File: src/rtl/core/scc_pkg.sv
// Shared constants, types and request/response structs of the spectral color classifier.
// No dependencies; every other file of the block imports this package.
package scc_pkg;

  localparam int MAX_ENTRIES = 32;
  localparam int BAND_COUNT  = 8;
  localparam int IDX_W       = 5;
  localparam int CNT_W       = 6;
  localparam int BAND_W      = 16;
  localparam int DIST_W      = 20;
  localparam int WGT_W       = 33;
  localparam int TOT_W       = 35;
  localparam int PCT_W       = 7;
  localparam int DIV_NUM_W   = 41;
  localparam int DIV_DEN_W   = 36;
  localparam int DIV_CNT_W   = 6;
  localparam int ROW_W       = BAND_COUNT * BAND_W;

  localparam logic [CNT_W-1:0]     ENTRIES_RESET = CNT_W'(19);
  localparam logic [CNT_W-1:0]     ENTRIES_MIN   = CNT_W'(3);
  localparam logic [CNT_W-1:0]     ENTRIES_MAX   = CNT_W'(MAX_ENTRIES);
  localparam logic [DIV_CNT_W-1:0] NORM_BITS     = DIV_CNT_W'(32);
  localparam logic [DIV_CNT_W-1:0] WGT_BITS      = DIV_CNT_W'(33);
  localparam logic [DIV_CNT_W-1:0] PCT_BITS      = DIV_CNT_W'(41);

  typedef logic [BAND_COUNT-1:0][BAND_W-1:0] band_arr_t;

  typedef struct packed {
    logic                 start;
    logic [DIV_NUM_W-1:0] num;
    logic [DIV_DEN_W-1:0] den;
    logic [DIV_CNT_W-1:0] nbits;
  } div_req_t;

  typedef struct packed {
    logic                 busy;
    logic                 done;
    logic [DIV_NUM_W-1:0] quot;
  } div_rsp_t;

  typedef struct packed {
    logic [2:0][DIST_W-1:0] dists;
    logic [2:0][IDX_W-1:0]  idx;
  } rank_t;

endpackage

File: src/rtl/core/scc_ref_mem.sv
// Reference spectrum memory: one row of all bands per entry, registered read.
// Depends on scc_pkg.
module scc_ref_mem (
  input  logic                    clk_i,
  input  logic                    we_i,
  input  logic [scc_pkg::IDX_W-1:0] waddr_i,
  input  scc_pkg::band_arr_t      wdata_i,
  input  logic                    re_i,
  input  logic [scc_pkg::IDX_W-1:0] raddr_i,
  output scc_pkg::band_arr_t      rdata_o
);
  import scc_pkg::*;

  logic [ROW_W-1:0] mem [MAX_ENTRIES];
  logic [ROW_W-1:0] rdata_q;

  always_ff @(posedge clk_i) begin
    if (we_i) begin
      mem[waddr_i] <= wdata_i;
    end
    if (re_i) begin
      rdata_q <= mem[raddr_i];
    end
  end

  assign rdata_o = rdata_q;

endmodule

File: config.mk
export PLATFORM = sky130hd
export DESIGN_NAME = scc_ref_mem
export DESIGN_NICKNAME = d
export VERILOG_FILES = /design/src/rtl/core/scc_pkg.sv /design/src/rtl/core/scc_ref_mem.sv
export SDC_FILE = /design/constraint.sdc
export NUM_CORES = 2
export LEC_CHECK = 0
export BUFFER_PORTS_ARGS = -buffer_cell sky130_fd_sc_hd__buf_2
export CAP_MARGIN = 25
export CORE_MARGIN = 5
export CORE_UTILIZATION = 55
export DETAILED_ROUTE_END_ITERATION = 6
export PLACE_DENSITY = 0.68
export SLEW_MARGIN = 20
export SYNTH_ARGS = -nofsm -noshare
export SYNTH_HDL_FRONTEND = slang
export SYNTH_SLANG_ARGS = --single-unit
File: constraint.sdc
create_clock -name clk_i -period 22.3 [get_ports clk_i]
set_clock_uncertainty 0.05 [all_clocks]
set_input_delay 2.23 -clock clk_i [delete_from_list [all_inputs] [get_ports clk_i]]
set_output_delay 2.23 -clock clk_i [all_outputs]
set_load 0.02 [all_outputs]
==> flow_summary.ini <==
[final_layout]
fin_cells = 11000
nFillCells = 18600
layout.nets = 7081
drive_above_1_share_pct = 27.7
final_common_cell = edfxtp_1
final_core_util_pct = 62.3
multiInputGateArea_sq_um = 28000
seq_area_sq_um = 127000
area_growth_pct = 12.5
mostFrequentLayoutCells = edfxtp_1 (4224), mux4_2 (956), o22ai_1 (444), clkbuf_16 (416), buf_2 (266)

[global_route]
grt_max_degree = 123
grt_pass1_vias = 74700
grt_pass1_wl_mm = 562
overflow = 0
antenna_found_initial = 62
grt_usage_pct = 26.9

[power_and_ir_drop]
p_per_area_nw_per_um2 = 93.2
power.leakage_nw = 54.7
peakVddDrop_mv = 0.0895

[timing]
timing.fmax_mhz = 161
fin_crit_ps = 6200
drv_slew = 0
hold_violations = 0
fin_crit_sh_pct = 27.8
setup-violations-final = 0
grt_setup_unrepaired = no
worstMarginPinSlew_ps = 1150
fin_hold_ws_ps = 719
slew_headroom_pct = 23.4
fin_setup_tns_ps = 0

[place]
io_buffers = 268
dpl.hpwl_mm = 184
placed_cells = 10300
routabilityCongestion = 0.735

[floorplan]
dieWidth_um = 543
io_pins = 269
rows = 195
initial_core_util_pct = 55.4
die_y_um = 543
dieArea_sq_um = 295000
core_sq_um = 283000

[logic_synthesis]
synth-seq-area-share_pct = 81.0
synthCells = 6440
synth_nets = 6581
synth_warnings = 0
yosysUniqueCellTypes = 27
syn_avg_cell_area_sq_um = 24.3
synth_seq_cells = 4224
synth.cell_area_sq_um = 157000

[clock_tree]
cts_hold_buf = 0
clock_latency_ps = 970
post_cts_buffers = 0
htreeDepth = 5
cts_root_buf = clkbuf_16
clkTransAtPathRegs_ps = 60
cts.sinks = 4224
cts_tree = done
clock_path_buffers = 4
ctsResizeCount = 0
cts_buffers = 412

[critical_path]
worstPathMaxFanout = 42
rr_worst_depth = 3
cp.arrival_ps = 6670
end_kind = register
start_kind = input port
rr_startpoint = mem[29][61]
worstSetupStartpoint = waddr_i[0]
r2r_setup_slack_ps = 20260
reg2reg_to = rdata_o[61]
required_ps = 22770
crit_path_end = mem[26][75]
crit_type = input port to register

[drt]
route.detailed.drc = 0
post_drt_wl_per_cell_um = 35.9
drt_iter0_markers = 10300
via_per_inst = 6.76
drt_first_pass_iters = 5
ant_nets = 0
vias = 74700
wirelength_mm = 397

[worst_hold_path]
hold_path_class = register to register

[flow_run]
cap_violations = 0

[status]
status = completed
kinds of logic after synthesis:
logic type | Yosys count | share of synthesized area (%)
AOI/OAI and AO/OA | 546 | 2.26
buffers and inverters | 352 | 1.25
DFF | 4224 | 81.0
muxes | 1092 | 14.6
and+or+nand+nor | 226 | 0.825
worst min path at each step:
stage                 start            to  slack, ps  cells after the start
3_3_place_gp    mem[31][56]   rdata_o[56]        700                      3
6_report        mem[30][40]   rdata_o[40]        720                      3
3_5_place_dp    mem[26][75]   rdata_o[75]        710                      3
4_1_cts         mem[30][40]   rdata_o[40]        720                      3
2_1_floorplan  mem[30][104]  rdata_o[104]        670                      3
5_1_grt         mem[31][75]   rdata_o[75]        760                      3
routing by layer:
layer / routed length [um] / global-route usage [%] / vias up
met2: 192000 / 43.0 / 4412
met4: 10900 / 7.21 / 28
met5: 195 / 0 / -
met1: 153000 / 39.3 / 40400
met3: 40800 / 4.76 / 658
li1: - / - / 29200
cells in the mapped netlist (all sizes together):
library cell	n	area, sq um
nor3b	1	7.51
nor4	111	694
nor2b	3	18.8
mux4	956	21500
nand4	17	106
nand3b	6	45.0
nand2b	1	6.26
edfxtp	4224	127000
and3	1	6.26
o22ai	444	2780
or2	1	6.26
or3b	4	35.0
and3b	1	8.76
nand2	4	15.0
or3	2	12.5
nor2	36	138
a22oi	102	766
clkbuf	117	473
nand3	37	185
mux2i	136	1360
buf	235	1480
and2	1	6.26
flip-flops by register name, indices dropped and copies added (netlist names):
signal	flops
mem	4096
rdata_o	128
worst max-delay path, stage by stage:
cell and delay (ps):
buf_2 120, nand3b_1 670, nor2_4 910, buf_4 930, buf_4 910, buf_4 760
metrics by stage:
stage	worst slack, ps	power [mW]	instance area (sq um)
after floorplan	13420	9.48	157000
after global placement	14450	9.76	163000
after detailed placement	14470	9.78	163000
after CTS	15440	16.5	176000
after global routing	15740	16.9	176000
final	16100	16.4	176000
power breakdown:
group	internal [mW]	leakage [nW]	switching [mW]
sequential	8.86	38.1	0.0426
clock	3.87	6.43	2.94
combinational	0.259	10.2	0.443
cell type report:
cell class	instances	area share, %
flip-flops and latches	4224	72.0
repair buffers	438	1.81
well taps	3743	2.66
multi-input cells	1864	15.9
clock buffers	510	6.11
diodes	31	0.0441
clock inverters	235	1.42
(Power assumes the default switching activity.)
