--- config.mk ---
export PLATFORM = sky130hd
export DESIGN_NAME = scc_div
export DESIGN_NICKNAME = d
export VERILOG_FILES = /design/src/rtl/core/scc_pkg.sv /design/src/rtl/core/scc_div.sv
export SDC_FILE = /design/constraint.sdc
export NUM_CORES = 1
export LEC_CHECK = 0
export BUFFER_PORTS_ARGS = -buffer_cell sky130_fd_sc_hd__buf_4
export CORE_ASPECT_RATIO = 1.4
export CORE_UTILIZATION = 45
export DETAILED_ROUTE_END_ITERATION = 6
export GPL_TIMING_DRIVEN = 0
export PLACE_DENSITY = 0.66
export SLEW_MARGIN = 20
export SYNTH_ARGS = -nofsm -noshare
export SYNTH_HDL_FRONTEND = slang
export SYNTH_SLANG_ARGS = --single-unit
export TNS_END_PERCENT = 100
--- constraint.sdc ---
create_clock -name clk_i -period 2.78 [get_ports clk_i]
set_input_delay 0.556 -clock clk_i [delete_from_list [all_inputs] [get_ports clk_i]]
set_output_delay 0.556 -clock clk_i [all_outputs]
set_load 0.01 [all_outputs]
--- src/rtl/core/scc_pkg.sv ---
// Shared constants, types and request/response structs of the spectral color classifier.
// No dependencies; every other file of the block imports this package.
package scc_pkg;

  localparam int MAX_ENTRIES = 32;
  localparam int BAND_COUNT  = 8;
  localparam int IDX_W       = 5;
  localparam int CNT_W       = 6;
  localparam int BAND_W      = 16;
  localparam int DIST_W      = 20;
  localparam int WGT_W       = 33;
  localparam int TOT_W       = 35;
  localparam int PCT_W       = 7;
  localparam int DIV_NUM_W   = 41;
  localparam int DIV_DEN_W   = 36;
  localparam int DIV_CNT_W   = 6;
  localparam int ROW_W       = BAND_COUNT * BAND_W;

  localparam logic [CNT_W-1:0]     ENTRIES_RESET = CNT_W'(19);
  localparam logic [CNT_W-1:0]     ENTRIES_MIN   = CNT_W'(3);
  localparam logic [CNT_W-1:0]     ENTRIES_MAX   = CNT_W'(MAX_ENTRIES);
  localparam logic [DIV_CNT_W-1:0] NORM_BITS     = DIV_CNT_W'(32);
  localparam logic [DIV_CNT_W-1:0] WGT_BITS      = DIV_CNT_W'(33);
  localparam logic [DIV_CNT_W-1:0] PCT_BITS      = DIV_CNT_W'(41);

  typedef logic [BAND_COUNT-1:0][BAND_W-1:0] band_arr_t;

  typedef struct packed {
    logic                 start;
    logic [DIV_NUM_W-1:0] num;
    logic [DIV_DEN_W-1:0] den;
    logic [DIV_CNT_W-1:0] nbits;
  } div_req_t;

  typedef struct packed {
    logic                 busy;
    logic                 done;
    logic [DIV_NUM_W-1:0] quot;
  } div_rsp_t;

  typedef struct packed {
    logic [2:0][DIST_W-1:0] dists;
    logic [2:0][IDX_W-1:0]  idx;
  } rank_t;

endpackage

--- src/rtl/core/scc_div.sv ---
// Iterative restoring divider, one quotient bit per cycle, shared by all divisions.
// Depends on scc_pkg.
module scc_div (
  input  logic              clk_i,
  input  logic              rst_ni,
  input  scc_pkg::div_req_t req_i,
  output scc_pkg::div_rsp_t rsp_o
);
  import scc_pkg::*;

  logic                 busy_q, busy_d, done_q, done_d;
  logic [DIV_CNT_W-1:0] cnt_q, cnt_d;
  logic [DIV_NUM_W-1:0] num_q, num_d;
  logic [DIV_DEN_W-1:0] rem_q, rem_d, den_q, den_d;
  logic [DIV_DEN_W:0]   rem_sh;
  logic                 qbit;

  always_comb begin
    rem_sh = {rem_q, num_q[DIV_NUM_W-1]};
    qbit   = rem_sh >= {1'b0, den_q};
    busy_d = busy_q;
    done_d = 1'b0;
    cnt_d  = cnt_q;
    num_d  = num_q;
    rem_d  = rem_q;
    den_d  = den_q;
    if (req_i.start) begin
      busy_d = 1'b1;
      cnt_d  = req_i.nbits;
      num_d  = req_i.num << (DIV_CNT_W'(DIV_NUM_W) - req_i.nbits);
      rem_d  = '0;
      den_d  = req_i.den;
    end else if (busy_q) begin
      rem_d = qbit ? DIV_DEN_W'(rem_sh - {1'b0, den_q}) : DIV_DEN_W'(rem_sh);
      num_d = {num_q[DIV_NUM_W-2:0], qbit};
      cnt_d = cnt_q - DIV_CNT_W'(1);
      if (cnt_q == DIV_CNT_W'(1)) begin
        busy_d = 1'b0;
        done_d = 1'b1;
      end
    end
  end

  always_ff @(posedge clk_i or negedge rst_ni) begin
    if (!rst_ni) begin
      busy_q <= 1'b0;
      done_q <= 1'b0;
      cnt_q  <= '0;
    end else begin
      busy_q <= busy_d;
      done_q <= done_d;
      cnt_q  <= cnt_d;
    end
  end

  always_ff @(posedge clk_i) begin
    num_q <= num_d;
    rem_q <= rem_d;
    den_q <= den_d;
  end

  assign rsp_o.busy = busy_q;
  assign rsp_o.done = done_q;
  assign rsp_o.quot = num_q;

  a_no_start_busy: assert property (@(posedge clk_i) disable iff (!rst_ni)
    req_i.start |-> !busy_q && !done_q)
    else $error("divider started while busy");
  a_done_pulse: assert property (@(posedge clk_i) disable iff (!rst_ni)
    done_q |-> !busy_q && !$past(done_q))
    else $error("divider done is not a single pulse");
  a_nbits_ok: assert property (@(posedge clk_i) disable iff (!rst_ni)
    req_i.start |-> req_i.nbits != '0)
    else $error("divider started with zero bits");

endmodule

==> results.txt <==
----------------------------------------------------
[Timing]
  Worst Setup Slack, final ... -50.1 ps
  Max Clock Skew ... around 9.8 ps
  Pin slew with the least headroom to its limit ... approximately 880 ps
  Final clock period utilization by the worst path ... 1.02
  Final period demand of the worst path ... around 2800 ps
  Final hold violations ... 0
  WHS ... roughly 300 ps
  Final setup vio count ... 4
  Top achievable clock speed ... between 300 and 400 MHz
  Slew margin rel. ... 0.412
  RSZ-0062 raised after global routing ... true
  Final Slew Violations ... 0

[Worst setup path]
  R2R depth ... 11
  Worst setup startpoint ... den_q[0]
  Largest fanout on the critical path ... 6
  R2r startpoint ... den_q[0]
  Cell mode on critical path ... sky130_fd_sc_hd__o211ai_1
  Highest-delay cell along the critical path ... sky130_fd_sc_hd__o211ai_1
  Type of element launching the critical path ... flip-flop
  Delay of the slowest cell on the worst path ... ~500 ps
  Worst setup path end ... rem_q[24]
  Nature of the critical path endpoint ... flip-flop
  Worst endpoint required time ... roughly 3100 ps
  Worst-path cell chain ... ha_2, fa_2, nor2b_2, o211ai_1, nand3b_1, a21oi_4, o211ai_1, buf_4, xor2_1, nand2_1, a311oi_2
  Reg2reg setup slack ... -50 ps
  Crit path arrival time ... between 3000 and 4000 ps
  Crit Path Category ... reg -> reg
  Reg2Reg Capture Point ... rem_q[24]

[Floorplanning]
  Standard-cell rows ... 61
  Initial standard-cell utilization of the core ... 0.458
  Die Area ... 20800 um2
  Top-Level Pins ... about 130
  Die outline width ... roughly 120 um
  Height of the die ... 170 um
  Floorplan core area ... between 15000 and 20000 um2

[Routing]
  Wire length per cell after detailed routing ... 21.2 um
  Drt first-iter violations ... 584
  Total DRC errors in the routed layout ... 0
  Detailed Routing Iterations Pass 1 ... 7
  Via Count ... around 8800
  Routed wire length ... roughly 32000 um
  Antenna-violating nets left ... 0
  Number of vias per cell after detailed routing ... between 5 and 6

[Final layout]
  Total Nets Final ... ~1400
  Fraction of final layout cells with drive strength greater than 1 ... 0.316
  Cell area after layout ... roughly 12000 um2
  Area overhead of the layout relative to synthesis ... 33.0%
  Ant. Diodes ... 0
  Post-layout utilization of the core ... 0.610
  Most frequent cells in the layout ... sky130_fd_sc_hd__buf_4 (167), sky130_fd_sc_hd__nand2_1 (149), sky130_fd_sc_hd__edfxtp_1 (77)
  Fill cell count ... roughly 1800
  Most frequent standard cell in the layout excluding fill and tap cells ... sky130_fd_sc_hd__buf_4

[Clocking]
  Sink Count ... 121
  Maximum count of clock buffers along a single path ... 2
  Total number of H-tree levels ... 4
  Clock slew at the register clock pins of the worst setup and hold paths ... ~60 ps
  TritonCTS clock tree ... built
  Clk_lat worst skew ... between 400 and 500 ps
  Root buffer selected by CTS ... sky130_fd_sc_hd__clkbuf_16
  Number of buffers added by the clock tree synthesis step ... 17

[Global routing]
  Largest net degree at the start of global routing ... 39
  First-pass GRT wire length ... approximately 46000 um
  Number of global-route vias before repair ... 8691
  Overall Global Routing Usage ... 0.294
  Number of antenna violations at the first check in global routing ... 0
  Global route total overflow ... 0

[Yosys]
  FF+latch count, synth ... 121
  Yosys warning count ... 0
  Leading register cell type out of synthesis ... sky130_fd_sc_hd__edfxtp_1
  Number of library cell types mapped by synthesis ... 75
  Post-Synthesis Net Count ... 1165
  Post-synthesis instance area ... approximately 9100 um2
  FFs w/ async S/R, synth ... 0.0661
  Avg Cell Area, Syn ... 8.75 um2
  Number of enable-type register cells in the synthesized netlist ... 77
  Gate count of the mapped netlist ... between 1000 and 1500
  Share of the yosys chip area belonging to registers ... 0.356

[Place]
  Half-perimeter wire length of the detailed placement result ... around 24000 um
  Number of port buffers ... 127
  RePlAce Congestion ... about 1.0
  Post-place instance area ... about 10000 um2

[Pwr]
  Power density normalized to cell area ... between 800 and 900 nW/um2
  IR drop worst, VDD ... between 0.4 and 0.5 mV
  Leakage power ... ~5.1 nW

[Min path]
  Hold/Removal Path Class ... in -> reg
  Launch point of the worst hold path ... req_i[33]

[Run]
  Max-capacitance violation count ... 0

[Outcome]
  Violated checks ... negative setup slack
  Outcome ... finished, violations left

----------------------------------------------------
==> sequential cells by signal, indices dropped and copies added, names as in the netlist <==
register  flops
cnt_q         6
done_q        1
num_q        41
busy_q        1
den_q        36
rem_q        36
==> synth_stat cells (3+ instances only) <==
library cell,instances,area share
sky130_fd_sc_hd__a211o_1,3,0.0029
sky130_fd_sc_hd__a211oi_1,11,0.0091
sky130_fd_sc_hd__a21o_1,14,0.012
sky130_fd_sc_hd__a21oi_1,78,0.043
sky130_fd_sc_hd__a311oi_1,8,0.0077
sky130_fd_sc_hd__a311oi_2,12,0.020
sky130_fd_sc_hd__a31oi_1,12,0.0083
sky130_fd_sc_hd__and2_1,9,0.0062
sky130_fd_sc_hd__and3_1,6,0.0041
sky130_fd_sc_hd__buf_1,4,0.0017
sky130_fd_sc_hd__buf_2,17,0.0094
sky130_fd_sc_hd__buf_6,5,0.0062
sky130_fd_sc_hd__clkbuf_1,35,0.014
sky130_fd_sc_hd__clkbuf_2,3,0.0017
sky130_fd_sc_hd__dfrtp_1,8,0.022
sky130_fd_sc_hd__dfxtp_1,36,0.079
sky130_fd_sc_hd__edfxtp_1,77,0.25
sky130_fd_sc_hd__ha_1,39,0.054
sky130_fd_sc_hd__inv_1,74,0.031
sky130_fd_sc_hd__mux2_2,8,0.0099
sky130_fd_sc_hd__mux2i_1,32,0.035
sky130_fd_sc_hd__mux4_2,19,0.047
sky130_fd_sc_hd__nand2_1,163,0.067
sky130_fd_sc_hd__nand2b_1,19,0.013
sky130_fd_sc_hd__nand3_1,10,0.0055
sky130_fd_sc_hd__nand3b_1,3,0.0025
sky130_fd_sc_hd__nand4_1,11,0.0076
sky130_fd_sc_hd__nor2_1,75,0.031
sky130_fd_sc_hd__nor2b_1,9,0.0062
sky130_fd_sc_hd__nor3_1,16,0.0088
sky130_fd_sc_hd__o2111ai_1,3,0.0029
sky130_fd_sc_hd__o211ai_1,11,0.0091
sky130_fd_sc_hd__o21a_1,6,0.0050
sky130_fd_sc_hd__o21ai_0,57,0.031
sky130_fd_sc_hd__o21ai_1,6,0.0033
sky130_fd_sc_hd__o21bai_1,5,0.0041
sky130_fd_sc_hd__o221ai_1,14,0.013
sky130_fd_sc_hd__o22ai_1,29,0.020
sky130_fd_sc_hd__o31ai_1,7,0.0058
sky130_fd_sc_hd__or3_1,7,0.0048
sky130_fd_sc_hd__xnor2_1,20,0.019
sky130_fd_sc_hd__xor2_1,19,0.018
==> worst max-delay path: cells and delay by family (launching register included) <==
family                   cells  cell delay, ps
buffers and inverters        1             210
adder cells (fa/ha/maj)      2             550
flip-flops                   1             420
AND/OR/NAND/NOR              3             400
AO/OA/AOI/OAI                4            1000
XOR/XNOR                     1             140
==> worst min-delay path by stage <==
stage          cells past startpoint         to
2_1_floorplan                      0     busy_q
3_3_place_gp                       1     done_q
3_5_place_dp                       1     done_q
4_1_cts                            1  den_q[26]
5_1_grt                            1   den_q[3]
6_report                           1  den_q[27]
==> where the power goes <==
part | switching, mW | internal (mW)
clock network | 0.932 | 1.27
registers | 0.328 | 2.32
logic | 3.04 | 2.57
==> final cells by class <==
| type | count | area, um2 | area share |
|---|---|---|---|
| Inverter | 76 | 290 | 0.0240 |
| Multi-Input combinational cell | 776 | 5830 | 0.482 |
| Clock buffer | 17 | 425 | 0.0352 |
| Buffer | 65 | 425 | 0.0352 |
| Clock inverter | 15 | 155 | 0.0128 |
| Timing Repair Buffer | 172 | 1420 | 0.117 |
| Sequential cell | 121 | 3230 | 0.267 |
| Tap cell | 252 | 315 | 0.0261 |
==> cells by family (layout without fill, tap and decap cells) <==
family | count (synthesis) | in the layout | share of synthesized area
AND/OR/NAND/NOR | 339 | 339 | 0.167
AO/OA/AOI/OAI | 299 | 299 | 0.226
buffers and inverters | 142 | 345 | 0.0663
flip-flops | 121 | 121 | 0.356
multiplexers | 59 | 59 | 0.0922
adder cells (fa/ha/maj) | 40 | 40 | 0.0559
XOR/XNOR | 39 | 39 | 0.0376
==> stage by stage <==
step                power (mW)  instances  worst slack, ps  setup TNS, ps
floorplan                 5.55       1039             4.05              0
CTS                       9.26       1463            -25.4          -84.6
detailed placement        6.78       1419             -798         -32990
global route              11.0       1494             -144          -2690
global placement          6.75       1418             -785         -59680
finish                    10.5       1494            -50.1          -82.4
==> repair_timing <==
action,in CTS,in global routing
endpoints found under the hold margin,8,0
gates cloned,0,5
buffers inserted,11,28
hold buffers,1,0
endpoints found under the setup margin,70,72
pin swaps,9,54
resized for setup,54,131
==> per-layer routing <==
| layer | track usage | routed length, um | vias to the layer above | part of all wire |
|---|---|---|---|---|
| li1 | - | - | 4168 | - |
| met1 | 0.294 | 11400 | 4196 | 0.36 |
| met2 | 0.543 | 16700 | 312 | 0.53 |
| met3 | 0.0355 | 1130 | 127 | 0.036 |
| met4 | 0.223 | 2380 | 0 | 0.075 |
| met5 | 0 | 0 | - | 0 |
No activity file was read; power rests on OpenSTA's default activity.
