`src/rtl/core/scc_pkg.sv`:
```
// Shared constants, types and request/response structs of the spectral color classifier.
// No dependencies; every other file of the block imports this package.
package scc_pkg;

  localparam int MAX_ENTRIES = 32;
  localparam int BAND_COUNT  = 8;
  localparam int IDX_W       = 5;
  localparam int CNT_W       = 6;
  localparam int BAND_W      = 16;
  localparam int DIST_W      = 20;
  localparam int WGT_W       = 33;
  localparam int TOT_W       = 35;
  localparam int PCT_W       = 7;
  localparam int DIV_NUM_W   = 41;
  localparam int DIV_DEN_W   = 36;
  localparam int DIV_CNT_W   = 6;
  localparam int ROW_W       = BAND_COUNT * BAND_W;

  localparam logic [CNT_W-1:0]     ENTRIES_RESET = CNT_W'(19);
  localparam logic [CNT_W-1:0]     ENTRIES_MIN   = CNT_W'(3);
  localparam logic [CNT_W-1:0]     ENTRIES_MAX   = CNT_W'(MAX_ENTRIES);
  localparam logic [DIV_CNT_W-1:0] NORM_BITS     = DIV_CNT_W'(32);
  localparam logic [DIV_CNT_W-1:0] WGT_BITS      = DIV_CNT_W'(33);
  localparam logic [DIV_CNT_W-1:0] PCT_BITS      = DIV_CNT_W'(41);

  typedef logic [BAND_COUNT-1:0][BAND_W-1:0] band_arr_t;

  typedef struct packed {
    logic                 start;
    logic [DIV_NUM_W-1:0] num;
    logic [DIV_DEN_W-1:0] den;
    logic [DIV_CNT_W-1:0] nbits;
  } div_req_t;

  typedef struct packed {
    logic                 busy;
    logic                 done;
    logic [DIV_NUM_W-1:0] quot;
  } div_rsp_t;

  typedef struct packed {
    logic [2:0][DIST_W-1:0] dists;
    logic [2:0][IDX_W-1:0]  idx;
  } rank_t;

endpackage

```
`src/rtl/core/scc_rank.sv`:
```
// L1 distance of one reference row per cycle and the running three nearest entries.
// Depends on scc_pkg.
module scc_rank (
  input  logic                      clk_i,
  input  logic                      rst_ni,
  input  logic                      clr_i,
  input  logic                      vld_i,
  input  logic [scc_pkg::IDX_W-1:0] idx_i,
  input  scc_pkg::band_arr_t        row_i,
  input  scc_pkg::band_arr_t        bands_i,
  output scc_pkg::rank_t            rank_o
);
  import scc_pkg::*;

  logic [DIST_W-1:0] sum;
  logic [DIST_W-1:0] d_q;
  logic [IDX_W-1:0]  i_q;
  logic              v_q;
  rank_t             rank_q, rank_d;

  always_comb begin
    sum = '0;
    for (int b = 0; b < BAND_COUNT; b++) begin
      if (bands_i[b] >= row_i[b]) begin
        sum = sum + DIST_W'(bands_i[b] - row_i[b]);
      end else begin
        sum = sum + DIST_W'(row_i[b] - bands_i[b]);
      end
    end
  end

  always_comb begin
    rank_d = rank_q;
    if (clr_i) begin
      rank_d.dists = '1;
      rank_d.idx   = '0;
    end else if (v_q && d_q < rank_q.dists[2]) begin
      if (d_q < rank_q.dists[0]) begin
        rank_d.dists = {rank_q.dists[1], rank_q.dists[0], d_q};
        rank_d.idx   = {rank_q.idx[1], rank_q.idx[0], i_q};
      end else if (d_q < rank_q.dists[1]) begin
        rank_d.dists[2] = rank_q.dists[1];
        rank_d.idx[2]   = rank_q.idx[1];
        rank_d.dists[1] = d_q;
        rank_d.idx[1]   = i_q;
      end else begin
        rank_d.dists[2] = d_q;
        rank_d.idx[2]   = i_q;
      end
    end
  end

  always_ff @(posedge clk_i or negedge rst_ni) begin
    if (!rst_ni) begin
      v_q <= 1'b0;
    end else begin
      v_q <= vld_i && !clr_i;
    end
  end

  always_ff @(posedge clk_i) begin
    d_q    <= sum;
    i_q    <= idx_i;
    rank_q <= rank_d;
  end

  assign rank_o = rank_q;

endmodule

```
`config.mk`:
```
export PLATFORM = sky130hd
export DESIGN_NAME = scc_rank
export DESIGN_NICKNAME = d
export VERILOG_FILES = /design/src/rtl/core/scc_pkg.sv /design/src/rtl/core/scc_rank.sv
export SDC_FILE = /design/constraint.sdc
export NUM_CORES = 1
export LEC_CHECK = 0
export ABC_CLOCK_PERIOD_IN_PS = 4200
export BUFFER_PORTS_ARGS = -buffer_cell sky130_fd_sc_hd__buf_2
export CAP_MARGIN = 0
export CORE_ASPECT_RATIO = 0.75
export CORE_MARGIN = 2
export CORE_UTILIZATION = 45
export DETAILED_ROUTE_END_ITERATION = 7
export PLACE_DENSITY = 0.65
export SYNTH_ARGS = -nofsm -noshare
export SYNTH_HDL_FRONTEND = slang
export SYNTH_SLANG_ARGS = --single-unit
```
`constraint.sdc`:
```
create_clock -name clk_i -period 4.2 [get_ports clk_i]
set_input_delay 0.63 -clock clk_i [delete_from_list [all_inputs] [get_ports clk_i]]
set_output_delay 0.63 -clock clk_i [all_outputs]
set_load 0.02 [all_outputs]
```
==> run summary, run 1 <==
Status: finished with violations
Violated checks: setup timing
Post-Synthesis Cell Area: 0.02252 sq mm
HPWL Detailed: 68,170 um
Period utilisation layout: 2.392
Top Ports: 340
Warnings, synthesis: 0
Final ANT Viol Nets: 0
CP max stage cell: fa_2
Worst r2r src: d_q[1]
Row count: 70
Initial core utilization: 0.4592
Port buffer count: 339
Cells after Synth: 3,044
Final Slew Violations: 0
Clk root buf: clkbuf_16
CTS tree: built
FF-to-FF path depth: 15
Post-route minimum period: 10,050 ps
TritonCTS Sinks: 101
FILL cells: 4,033
DR iter-0 viols: 1,490
CTS Buf Count: 9
Crit Path Max Fanout: 5
Post-layout nets: 5,059
Hold-fix buffers, CTS: 0
Routed length per placed instance: 16.32 um
Register area share after synthesis: 0.09000
Crit path DAT: 10,280 ps
Max Clock Skew: 9.696 ps
First-pass GRT wire length: 128,000 um
Synthesized Nets: 3,776
EDFF count, synth: 0
Fin util: 0.7030
Max Cap Violations: 0
Synth unique cells: 77
Setup violators final: 19
Via count: 26,460
Post-route setup TNS: -83,970 ps
DRC: 0
WHS: 33.74 ps
RR Endpoint: rank_o[15]
Largest net degree at the start of global routing: 50
Dpl cells: 4,923
Die Ht: 197.7 um
Clk_lat worst skew: 360 ps
Normalized max-slew margin: 0.5132
Finished Layout Cells: 4,980
Crit Path Category: in2reg
Number of synthesized register bits: 101
Slew @ Worst Pin: 729.5 ps
Worst Path Required: 4440 ps
GRT Overall Usage: 0.2939
Clk buf depth: 2
Cell mode on critical path: a21oi_2
Congestion Overflow GR: 0
Clock-pin transition on the worst setup and hold timing paths: 70 ps
Main synth FF type: dfxtp_1
DR pass1 iterations: 5
CP endpoint: d_q[19]
Nature of the critical path startpoint: input port
Syn Area/Cell: 7.399 sq um
R2R setup slack: 510 ps
Class of the worst hold path: in2async
Layout cells sized above 1: 0.3869
Die X: 262.3 um
GP Congestion: 0.9663
Worst setup startpoint: bands_i[16]
Diode count: 0
Core area: 0.04905 sq mm
H-Tree Level Count: 3
WL final: 81,250 um
Achievable frequency: 99.54 MHz
Initial antenna violation count: 1
RSZ-0062 raised after global routing: true
Via density: 5.313
Asr flop ratio synth: 0.009901
CP max stage delay: 350 ps
Number of global-route vias before repair: 26,100
Synth-to-Final Area Change: 53.11%
Final setup margin: -5846 ps
Die area: 0.05187 sq mm
Hold Fails Final Rpt: 0
Endpoint class of the critical path: flip-flop
-- cell usage after synthesis, drive strengths merged (6+ instances only) --
cell type,number,area [sq um]
xor2,66,578.1
clkbuf,83,312.8
o211ai,48,365.3
inv,430,1614
a31o,10,96.35
xnor2,154,1349
mux2,41,461.7
a21boi,10,75.07
o221ai,13,113.9
buf,24,126.4
nor2,201,754.5
fa,23,460.4
nand4,42,262.8
and3,13,81.33
a21o,198,1486
nand3,24,120.1
nor2b,35,219.0
o21bai,73,548.0
and2,6,37.54
o31ai,8,60.06
o21ai,158,794.5
o21a,27,202.7
a2111oi,6,52.55
a221oi,10,87.58
a221o,9,90.09
a211oi,25,187.7
nor3,35,175.2
nor4,11,68.82
mux2i,67,670.6
ha,444,5555
nand2b,26,162.7
a21oi,354,1772
or3,11,68.82
nand2,165,621.9
dfxtp,100,2002
o41ai,10,113.9
a31oi,19,118.9
-- worst min-delay path by stage --
stage	from	endpoint	slack (ps)	depth (start not counted)
global placement	rst_ni	v_q	400	1
global route	rst_ni	v_q	20	1
finish	rst_ni	v_q	30	1
detailed placement	rst_ni	v_q	410	1
CTS	rst_ni	v_q	30	1
floorplan	rst_ni	v_q	330	0
-- stage by stage --
step | instance area [sq um] | setup WS, ps
2_1_floorplan | 22860 | -5807
3_3_place_gp | 32440 | -6049
3_5_place_dp | 32440 | -6343
4_1_cts | 33730 | -5654
5_1_grt | 34480 | -6365
6_report | 34480 | -5846
-- registers in the layout, indices dropped and copies added, names as in the netlist --
register	cells
rank_o	75
d_q	20
i_q	5
v_q	1
-- cell usage in the layout (no fill, tap or decap), types with 11 or more instances in the layout --
| cell type | instances |
|---|---|
| a211oi_1 | 24 |
| a21o_1 | 198 |
| a21oi_1 | 297 |
| a21oi_2 | 46 |
| a21oi_4 | 11 |
| a31oi_1 | 17 |
| and3_1 | 12 |
| buf_2 | 336 |
| buf_4 | 1000 |
| buf_6 | 40 |
| dfxtp_1 | 100 |
| fa_1 | 16 |
| ha_1 | 406 |
| ha_4 | 31 |
| inv_1 | 418 |
| mux2_2 | 39 |
| mux2i_1 | 66 |
| nand2_1 | 161 |
| nand2b_1 | 26 |
| nand3_1 | 24 |
| nand4_1 | 42 |
| nor2_1 | 187 |
| nor2b_1 | 30 |
| nor3_1 | 29 |
| o211ai_1 | 47 |
| o21a_1 | 27 |
| o21ai_0 | 125 |
| o21ai_1 | 16 |
| o21ai_2 | 16 |
| o21bai_1 | 70 |
| o221ai_1 | 13 |
| xnor2_1 | 133 |
| xnor2_2 | 11 |
| xor2_1 | 57 |
-- what timing repair did --
item,in CTS,in global routing
pin swaps,120,87
gates resized for setup,160,104
endpoints found under the setup margin,19,19
buffers inserted,29,16
-- final cells by class --
cell class,count,area (sq um),area share
clock inverters,7,60.06,0.001742
clock buffers,9,225.2,0.006531
multi-input cells,2406,20020,0.5806
well taps,648,810.8,0.02351
flip-flops and latches,101,2027,0.05878
repair buffers,1379,9699,0.2813
inverters,430,1639,0.04753
-- worst max-delay path, delay by kind of cell --
kind	cells	cell delay [ps]
buf+inv	10	1060
compound gates	27	4220
fa+ha+maj	8	2170
simple gates	5	580
xor+xnor	8	1270
mux	1	330
-- cells by family (layout without fill, tap and decap cells) --
kind of cell / Yosys count / in the layout / synth area share
compound gates: 1021 / 1021 / 0.2916
xor+xnor: 224 / 224 / 0.08956
fa+ha+maj: 467 / 467 / 0.2671
buf+inv: 537 / 1825 / 0.09117
flops: 101 / 101 / 0.09000
mux: 108 / 108 / 0.05028
simple gates: 586 / 586 / 0.1203
-- metal layers --
| metal | track usage | share of wire |
|---|---|---|
| met1 | 0.4191 | 0.48 |
| met2 | 0.4934 | 0.46 |
| met3 | 0.02301 | 0.048 |
| met4 | 0.04146 | 0.012 |
| met5 | 0 | 0.00014 |
Power of run 1 is left out: the tool's default activity adds up to more than one toggle a clock period on the data nets, which glitch-free logic cannot reach.
==> run 2: changes to the inputs <==
Settings changed: SETUP_SLACK_MARGIN set to 0.1, TNS_END_PERCENT set to 50.
==> run 2 against run 1 <==
Net effect:
- via count barely moved
- register-to-register slack barely moved
- sequential share of layout area rose by 0.051 points
- clock-buffer cell count rose by 2
- critical endpoint unchanged
- the flow still finishes with violations (setup timing)
- critical path type unchanged
==> run summary, run 2 (synthesis gave the netlist of run 1 again) <==
Number of flip-flops in the largest register: 75 (unchanged)
CP max stage cell: a211oi_4
FILL cells: 4,107 (+1.8%)
Diode count: 0 (unchanged)
Worst Path Required: 4420 ps (-20 ps)
Violated checks: setup timing
Routed length per placed instance: 16.03 um (-1.7%)
CTS tree: built
Hold Fails Final Rpt: 0 (unchanged)
Number of global-route vias before repair: 25,710 (-1.5%)
CTS Buf Count: 9 (unchanged)
Most common cell after layout, fill and taps aside: buf_4
HPWL Detailed: 66,960 um (-1.8%)
Post-layout nets: 5,032 (-0.53%)
Synth-to-Final Area Change: 51.79%
Top Ports: 340 (unchanged)
Clk_lat worst skew: 350 ps (about the same)
Cell mode on critical path: a21oi_2
Endpoint class of the critical path: flip-flop
GP Congestion: 0.9286 (-3.9%)
DRC: 0 (unchanged)
Cell Area, Placed: 0.03226 sq mm (-0.55%)
Via density: 5.347 (+0.64%)
Class of the worst hold path: in2async
Final Slew Violations: 0 (unchanged)
Die Ht: 197.7 um (unchanged)
Largest net degree at the start of global routing: 50 (unchanged)
Normalized max-slew margin: 0.4783 (-0.03486)
Max Cap Violations: 0 (unchanged)
Max Clock Skew: 8.881 ps (-0.8152 ps)
DR pass1 iterations: 6 (+1)
Crit path DAT: 10,440 ps (+160 ps)
DR iter-0 viols: 1,807 (+21%)
Via count: 26,490 (+0.091%)
Post-route minimum period: 10,220 ps (+176.2 ps)
Port buffer count: 339 (unchanged)
RSZ-0062 raised after global routing: true
Congestion Overflow GR: 0 (unchanged)
Initial core utilization: 0.4592 (unchanged)
Row count: 70 (unchanged)
Most frequent cells in the layout: buf_4 (983), inv_1 (419), ha_1 (413)
TritonCTS Sinks: 101 (unchanged)
Nature of the critical path startpoint: input port
Clk buf depth: 2 (unchanged)
Final ANT Viol Nets: 0 (unchanged)
Crit Path Category: in2reg
Fin util: 0.6970 (-0.006046)
CP max stage delay: 350 ps (about the same)
H-Tree Level Count: 3 (unchanged)
Final Cell Area: 0.03419 sq mm (-0.86%)
Crit Path Max Fanout: 4 (-1)
Die area: 0.05187 sq mm (unchanged)
Initial antenna violation count: 1 (unchanged)
Slew @ Worst Pin: 781.7 ps (+52.24 ps)
Status: finished with violations
Die X: 262.3 um (unchanged)
Period utilisation layout: 2.434 (+0.04196)
Clk root buf: clkbuf_16
Layout cells sized above 1: 0.3819 (-0.005007)
GRT Overall Usage: 0.2853 (-0.008659)
Achievable frequency: 97.82 MHz (-1.7%)
Setup slack after placement: -6369 ps (-25.72 ps)
Final setup margin: -6023 ps (-176.2 ps)
WL final: 79,420 um (-2.3%)
Core area: 0.04905 sq mm (unchanged)
Clock-pin transition on the worst setup and hold timing paths: 70 ps (about the same)
Hold-fix buffers, CTS: 0 (unchanged)
Setup violators final: 19 (unchanged)
First-pass GRT wire length: 124,400 um (-2.8%)
==> run 2: cell type report <==
cell class                 instances  area [sq um]  area share
multi-input combinational       2406         19960      0.5839
timing repair buffer            1352          9460      0.2767
sequential                       101          2027     0.05929
inverter                         430          1634     0.04780
tap                              648         810.8     0.02372
clock buffer                      11         232.7    0.006808
clock inverter                     5         60.06    0.001757
==> run 2: worst paths after layout <==
check	slack [ps]	start	cells after the start	end
worst max-delay path	-6020	row_i[17]	53	d_q[19]
worst min-delay path	40	rst_ni	1	v_q
worst max register to register	510	d_q[1]	15	rank_o[35]
worst min register to register	500	rank_o[55]	2	rank_o[55]
max in group asynchronous	4080	rst_ni	1	v_q
min in group clk_i	370	idx_i[4]	1	i_q[4]
==> run 2: critical path, delay by kind of cell <==
kind | cells | cell delay [ps]
buf+inv | 2 | 150
xor+xnor | 9 | 1400
fa+ha+maj | 8 | 2330
simple gates | 8 | 1140
compound gates | 25 | 4500
mux | 1 | 260
==> run 2: through the flow <==
step	hold slack (ps)	cells	TNS [ps]
after floorplan	334.4	3044	-72230
after global placement	405.4	4904	-88930
after detailed placement	411.1	4904	-92060
after CTS	28.77	4934	-79730
after global routing	26.80	4953	-88970
final	38.19	4953	-83370
==> run 2: timing repair <==
item / CTS / global route
pin swaps: 97 / 157
setup buffers: 18 / 20
setup endpoints to repair: 19 / 19
gates resized for setup: 109 / 146
==> run 2: routing by layer <==
layer  part of all wire  vias up  track usage  wire [um]
met5            0.00016        -            0         13
met4              0.014        2      0.04503       1094
met3              0.057       88      0.02898       4566
met2               0.47      704       0.4867      37000
met1               0.46    12540       0.3948      36750
li1                   -    13150            -          -
Power of run 2 is left out for the same reason.
